### src/hw/rtl/bpl_pkg.sv
package bpl_pkg;

  localparam int DATA_W   = 32;
  localparam int FUNC_W   = 3;
  localparam int POS_W    = 5;
  localparam int STAT_W   = 2;
  localparam int COUNT_W  = 5;
  // index field wide enough for the largest supported chain (64 cells)
  localparam int IDX_W    = 6;

  typedef logic signed [DATA_W-1:0] elem_t;
  typedef logic [IDX_W-1:0]         idx_t;

  // operation selector
  localparam logic [FUNC_W-1:0] FN_INS_FRONT = 3'd0;
  localparam logic [FUNC_W-1:0] FN_INS_BACK  = 3'd1;
  localparam logic [FUNC_W-1:0] FN_INS_AT    = 3'd2;
  localparam logic [FUNC_W-1:0] FN_DEL_FRONT = 3'd3;
  localparam logic [FUNC_W-1:0] FN_DEL_BACK  = 3'd4;
  localparam logic [FUNC_W-1:0] FN_DEL_AT    = 3'd5;
  localparam logic [FUNC_W-1:0] FN_READ_ALL  = 3'd6;

  // result status
  localparam logic [STAT_W-1:0] STAT_OK     = 2'd0;
  localparam logic [STAT_W-1:0] STAT_BADPOS = 2'd1;
  localparam logic [STAT_W-1:0] STAT_EMPTY  = 2'd2;
  localparam logic [STAT_W-1:0] STAT_FULL   = 2'd3;

  // chain command
  typedef enum logic [1:0] {
    CMD_HOLD,
    CMD_INS,
    CMD_DEL,
    CMD_ROT
  } cmd_op_t;

  typedef struct packed {
    cmd_op_t op;
    idx_t    idx;
    idx_t    last_idx;
    elem_t   value;
  } cell_cmd_t;

  typedef struct packed {
    logic [FUNC_W-1:0] func;
    elem_t             value;
    logic [POS_W-1:0]  position;
  } req_word_t;

  typedef struct packed {
    logic [STAT_W-1:0]  status;
    logic [COUNT_W-1:0] count;
    elem_t              element;
    logic               last;
  } rsp_word_t;

endpackage

### src/hw/rtl/bpl_cell.sv
module bpl_cell
  import bpl_pkg::*;
#(
  parameter int INDEX = 0
) (
  input  logic      clk,
  input  cell_cmd_t cmd,
  input  elem_t     left,
  input  elem_t     right,
  input  elem_t     head,
  output elem_t     q
);

  localparam idx_t MY_IDX = IDX_W'(INDEX);

  elem_t q_next;

  // pick the next entry from the neighbors or the broadcast word
  always_comb begin
    q_next = q;
    unique case (cmd.op)
      CMD_HOLD: q_next = q;
      CMD_INS: begin
        if (MY_IDX == cmd.idx) begin
          q_next = cmd.value;
        end else if (MY_IDX > cmd.idx) begin
          q_next = left;
        end
      end
      CMD_DEL: begin
        if (MY_IDX >= cmd.idx) begin
          q_next = right;
        end
      end
      CMD_ROT: begin
        if (MY_IDX == cmd.last_idx) begin
          q_next = head;
        end else if (MY_IDX < cmd.last_idx) begin
          q_next = right;
        end
      end
      default: q_next = q;
    endcase
  end

  always_ff @(posedge clk) begin
    q <= q_next;
  end

endmodule

### config.mk
export PLATFORM = sky130hd
export DESIGN_NAME = bpl_cell
export DESIGN_NICKNAME = d
export VERILOG_FILES = /design/src/hw/rtl/bpl_pkg.sv /design/src/hw/rtl/bpl_cell.sv
export SDC_FILE = /design/constraint.sdc
export NUM_CORES = 1
export LEC_CHECK = 0
export BUFFER_PORTS_ARGS = -buffer_cell sky130_fd_sc_hd__clkbuf_2
export CAP_MARGIN = 10
export CORE_UTILIZATION = 38
export CTS_CLUSTER_DIAMETER = 150
export DETAILED_ROUTE_END_ITERATION = 6
export GPL_TIMING_DRIVEN = 0
export PLACE_DENSITY = 0.81
export RECOVER_POWER = 100
export SLEW_MARGIN = 40
export SYNTH_ARGS = -nofsm -noshare
export SYNTH_HDL_FRONTEND = slang
export SYNTH_SLANG_ARGS = --single-unit
export TNS_END_PERCENT = 100
### constraint.sdc
create_clock -name clk -period 2.38 [get_ports clk]
set_clock_uncertainty 0.2 [all_clocks]
set_input_delay 0 -clock clk [delete_from_list [all_inputs] [get_ports clk]]
set_output_delay 0 -clock clk [all_outputs]
set_load 0.1 [all_outputs]
==> flow_metrics.py, run 1 <==
metrics = {
    "sta": {
        "max_freq_mhz": 434,
        "setup_violations": 0,
        "period_share_pct": 96.7,
        "finalMaxSlewViolations": 0,
        "min_period_ns": 2.30,
        "tightest_slew_ns": 1.24,
        "hold_viol_final": 0,
        "fin_hold_ws_ns": 0.417,
        "slew_headroom_pct": 17.4,
        "rsz0062_at_grt": "false",
    },
    "cells_and_area": {
        "n_antenna_cell": 0,
        "utilization_pct": 74.7,
        "largest_registers": "q x32",
        "drive_gt1_share_pct": 36.3,
        "largest_register_ffs": 32,
        "layout.cells.non_filler": 533,
        "area_growth_syn_to_layout_pct": 84.0,
        "regMostFlops": "q",
        "num-nets-final": 608,
    },
    "logic_synthesis": {
        "synth.top_cells.by_area": "edfxtp_1 49%, nand2_1 16%, a32oi_1 8.9%",
        "synthDistinctLibCells": 19,
        "synth_fa_ha_area_share_pct": 0.509,
        "seq_area_frac_synth_pct": 48.8,
        "netlist_instances": 220,
        "synth_area_sq_um": 1970,
        "synth.area.mux_share_pct": 1.02,
        "synth_compound_area_share_pct": 25.6,
        "ys_ff_latch": 32,
        "synth_top_cell_area_share_pct": 48.8,
        "synth_nets": 363,
        "yosys.area.top_type": "edfxtp_1",
        "synth_top_family_by_area": "compound AO/OA/AOI/OAI gates",
        "synth_warnings": 0,
        "synth_xor_area_share_pct": 0,
        "synth_simple_gate_area_share_pct": 18.7,
        "synth_area_per_cell_sq_um": 8.95,
    },
    "routing": {
        "ant_nets": 0,
        "wire_per_inst_um": 15.7,
        "vias_per_cell": 5.30,
        "drc_errors": 0,
        "dr.first_iter.drc_count": 191,
        "drt_first_pass_iters": 5,
        "routed_wl_um": 8370,
        "vias": 2824,
    },
    "global_routing": {
        "antenna_found_initial": 0,
        "grt_max_degree": 19,
        "grt_pass1_vias": 2824,
        "grt_pass1_wl_um": 12400,
        "grt_overflow": 0,
        "track_usage_pct": 30.6,
    },
    "power_and_ir_drop": {
        "leakage_uw": 0.00167,
        "ir_worst_vdd_v": 0.000277,
        "cellPowerDensity_nw_per_um2": 497,
    },
    "floorplanning": {
        "core_sq_um": 4850,
        "die_area_sq_um": 5470,
        "io_pins": 175,
        "die_h_um": 74.0,
        "rows": 25,
        "die-width_um": 74.0,
        "start_util_pct": 40.6,
    },
    "clocking": {
        "htree_levels": 2,
        "cts_tree": "yes",
        "cts-root-buf": "clkbuf_8",
        "clockBufferDepth": 2,
        "path_clk_slew_ns": 0.07,
        "cts_buffers": 5,
        "clock_sinks": 32,
        "post_cts_buffers": 0,
    },
    "hold_path": {
        "hold_depth": 4,
        "hp-class": "in -> reg",
    },
    "flow_run": {
        "drv_cap": 0,
    },
    "place": {
        "place_hpwl_um": 5390,
        "dp.cells": 461,
        "portBuffers": 173,
        "globalplace.congestion": 0.825,
    },
    "worst_setup_path": {
        "path_class": "in -> reg",
        "crit_fanout": 10,
        "critPathCaptureType": "register",
        "cp.required_ns": 2.21,
        "arrival_ns": 2.13,
        "start_kind": "input port",
    },
    "outcome": {
        "status": "finished clean",
    },
}
## per-layer routing
layer  track usage, %  routed length (um)  up-vias
li1                 -                   -     1310
met1             33.3                3140     1286
met2             53.4                4190      190
met3             7.72                 694       38
met4             19.0                 351        0
met5                0                   0        -
## metrics by stage
step                      setup TNS [ns]  total power [uW]  setup WS [ns]  instance area, sq um
after floorplan                        0              1120          0.322                  1970
after global placement             -8.19              1300         -0.257                  2920
after detailed placement               0              1310          0.314                  2950
after CTS                              0              1800          0.144                  3670
after global routing                   0              1870         0.0468                  3620
final                                  0              1800         0.0774                  3620
## cell usage in the layout (no fill, tap or decap), types with 2 or more instances in the layout
master | Yosys | final
buf_6 | 3 | 2
a31oi_1 | 12 | 12
clkbuf_1 | 14 | 46
dlygate4sd3_1 | 0 | 64
a22oi_1 | 2 | 2
buf_2 | 4 | 5
clkbuf_2 | 0 | 143
nand2_1 | 83 | 83
a32oi_1 | 20 | 20
mux2i_1 | 2 | 2
a31o_2 | 10 | 10
a21oi_1 | 30 | 30
edfxtp_1 | 32 | 32
clkbuf_8 | 0 | 5
## final cells by class
type / instances / area (sq um)
Timing Repair Buffer: 238 / 1490
Fill cell: 375 / 1230
Sequential cell: 32 / 961
Multi-Input combinational cell: 167 / 901
Buffer: 21 / 103
Tap cell: 67 / 83.8
Clock buffer: 7 / 76.3
Clock inverter: 1 / 3.75
## what timing repair did
item                                    4_1_cts  5_1_grt
endpoints found under the setup margin        0        9
gates resized for setup                       0        4
endpoints found under the hold margin        32        0
hold buffers                                 64        0
## worst paths after layout
check	startpoint	to	slack [ns]
max	cmd[34]	q[26]	0.08
min	left[23]	q[23]	0.42
## kinds of logic (layout without fill, tap and decap cells)
| group | count (synthesis) | in the layout |
|---|---|---|
| compound gates | 74 | 74 |
| fa+ha+maj | 1 | 1 |
| buf+inv | 21 | 267 |
| flops | 32 | 32 |
| mux | 2 | 2 |
| simple gates | 90 | 90 |
## synth_stat cells (all sizes together)
| cell type | n |
|---|---|
| nor2 | 1 |
| mux2i | 2 |
| or4 | 1 |
| buf | 7 |
| nand2b | 1 |
| and2 | 1 |
| nor3 | 1 |
| a31oi | 12 |
| a21oi | 30 |
| a22oi | 2 |
| a32oi | 20 |
| or3 | 1 |
| nor4 | 1 |
| maj3 | 1 |
| clkbuf | 14 |
| nand2 | 83 |
| edfxtp | 32 |
| a31o | 10 |
## critical path: stages
cell and delay, ns:
clkbuf_2 0.09, or4_4 0.54, or3_1 0.35, buf_2 0.16
buf_2 0.20, nand2_1 0.12, a31oi_1 0.08, dlygate4sd3_1 0.59
## report_power, final
part	switching (uW)	internal (uW)
clock	193	203
sequential	11.7	676
combinational	478	238
total	683	1120
Power figures use the tool's default switching activity.
==> inputs of run 2 (changes only) <==
--- a/config.mk
+++ b/config.mk
@@ -7,11 +7,12 @@
 export LEC_CHECK = 0
 export BUFFER_PORTS_ARGS = -buffer_cell sky130_fd_sc_hd__clkbuf_2
 export CAP_MARGIN = 10
-export CORE_UTILIZATION = 38
+export CORE_UTILIZATION = 39
+export CTS_BUF_LIST = sky130_fd_sc_hd__clkbuf_2
 export CTS_CLUSTER_DIAMETER = 150
 export DETAILED_ROUTE_END_ITERATION = 6
 export GPL_TIMING_DRIVEN = 0
-export PLACE_DENSITY = 0.81
+export PLACE_DENSITY = 0.83
 export RECOVER_POWER = 100
 export SLEW_MARGIN = 40
 export SYNTH_ARGS = -nofsm -noshare
==> run 2 against run 1 <==
Effect of this change:
- setup slack better by 0.041 ns
- critical path type unchanged
- via count is 1.2% higher
- global-route usage is 0.63 points higher
- clock-buffer cell count is 2 lower
- largest power group unchanged
- utilization is 0.72 points lower
- sequential share of layout area is 0.61 points higher
==> flow_metrics.py, run 2 (synthesized netlist as in run 1, its figures left out) <==
metrics = {
    "outcome": {
        "status": "finished clean",
    },
    "sta": {
        "tightest_slew_ns": 1.22,
        "period_share_pct": 95.0,
        "setup_violations": 0,
        "max_freq_mhz": 442,
        "hold_viol_final": 0,
        "finalMaxSlewViolations": 0,
        "rsz0062_at_grt": "false",
        "worst_slack_ns": 0.118,
        "min_period_ns": 2.26,
        "slew_headroom_pct": 19.2,
    },
    "worst_setup_path": {
        "crit_slowest_cell": "dlygate4sd3_1",
        "crit_chain": "clkbuf_2, or4_1, or3_1, clkbuf_1, buf_2, nand2_1, a32oi_1, dlygate4sd3_1",
        "path_class": "in -> reg",
        "arrival_ns": 2.19,
        "slowest_delay_ns": 0.61,
        "cp.required_ns": 2.31,
        "start_kind": "input port",
        "critPathCaptureType": "register",
        "crit_fanout": 10,
    },
    "cells_and_area": {
        "fillers": 391,
        "area_growth_syn_to_layout_pct": 79.9,
        "num-nets-final": 607,
        "largest_registers": "q x32",
        "drive_gt1_share_pct": 35.6,
        "n_antenna_cell": 0,
        "regMostFlops": "q",
        "largest_register_ffs": 32,
        "final_cell_mix": "146 x clkbuf_2, 83 x nand2_1, 64 x dlygate4sd3_1",
        "final_common_cell": "clkbuf_2",
    },
    "clocking": {
        "clock_sinks": 32,
        "cts_resized": 0,
        "cts_buffers": 5,
        "cts_tree": "yes",
        "htree_levels": 2,
        "cts-root-buf": "clkbuf_2",
        "post_cts_buffers": 0,
        "path_clk_slew_ns": 0.16,
        "hold_buffers": 64,
        "clockBufferDepth": 2,
    },
    "floorplanning": {
        "rows": 25,
        "core_sq_um": 4790,
        "io_pins": 175,
        "die-width_um": 73.0,
        "die_area_sq_um": 5330,
        "die_h_um": 73.0,
        "start_util_pct": 41.1,
    },
    "routing": {
        "drt_first_pass_iters": 5,
        "routed_wl_um": 8310,
        "dr.first_iter.drc_count": 233,
        "ant_nets": 0,
        "vias": 2857,
        "vias_per_cell": 5.38,
        "drc_errors": 0,
        "wire_per_inst_um": 15.7,
    },
    "power_and_ir_drop": {
        "total_power_uw": 1640,
        "p_int_uw": 968,
        "seqPwrFrac_pct": 41.8,
        "sw_frac_of_total_pct": 40.9,
        "power.share.clock_pct": 14.8,
        "cellPowerDensity_nw_per_um2": 463,
        "leakage_uw": 0.00163,
        "net-switching-power_uw": 672,
        "ir_worst_vdd_v": 0.000259,
        "p_comb_share_pct": 43.4,
    },
    "global_routing": {
        "antenna_found_initial": 0,
        "grt_overflow": 0,
        "grt_pass1_vias": 2813,
        "grt_max_degree": 33,
        "grt_pass1_wl_um": 12500,
        "track_usage_pct": 31.3,
        "gr-max-usage-layer": "met2",
        "gr-usage-met3_pct": 7.46,
        "use_met1_pct": 32.0,
        "grt_use_met2_pct": 59.8,
    },
    "place": {
        "place_hpwl_um": 5170,
        "portBuffers": 173,
        "pre_cts_slack_ns": 0.235,
        "globalplace.congestion": 0.871,
    },
    "flow_run": {
        "drv_cap": 0,
    },
    "hold_path": {
        "hp-class": "in -> reg",
    },
}
[run 2: worst max-delay path, delay by kind of cell]
kind	cells	cell delay [ns]
buf+inv	4	1.09
compound gates	1	0.10
simple gates	3	1.00
[run 2: power groups by stage]
stage	clock network, uW	logic [uW]	registers (uW)
2_1_floorplan	0	102	1020
3_3_place_gp	0	596	698
3_5_place_dp	0	603	699
4_1_cts	247	705	686
5_1_grt	267	742	690
6_report	243	711	685
[run 2: worst paths after layout]
check / cells after the start / to / from
worst max-delay path: 8 / q[11] / cmd[34]
worst min-delay path: 4 / q[1] / right[1]
[run 2: layout make-up]
| type | instances | area (sq um) | share of cell area, % |
|---|---|---|---|
| sequential | 32 | 961 | 27.1 |
| clock buffer | 5 | 25.0 | 0.707 |
| clock inverter | 2 | 7.51 | 0.212 |
| multi-input combinational | 167 | 898 | 25.4 |
| tap | 67 | 83.8 | 2.37 |
| timing repair buffer | 237 | 1470 | 41.4 |
| buffer | 21 | 98.8 | 2.79 |
[run 2: metal layers]
metal  vias to the layer above  wire length [um]
li1                       1310                 -
met3                        37               614
met1                      1318              2960
met2                       192              4470
met4                         0               267
met5                         -                 0
[run 2: through the flow]
stage	instance area, sq um	std cells	utilization [%]	TNS [ns]	hold slack, ns
after floorplan	1970	220	-	0	0.0486
after global placement	2920	460	61.0	-5.90	0.140
after detailed placement	2920	460	61.0	0	0.145
after CTS	3590	531	75.1	0	0.304
after global routing	3540	531	74.0	0	0.307
final	3540	531	74.0	0	0.326
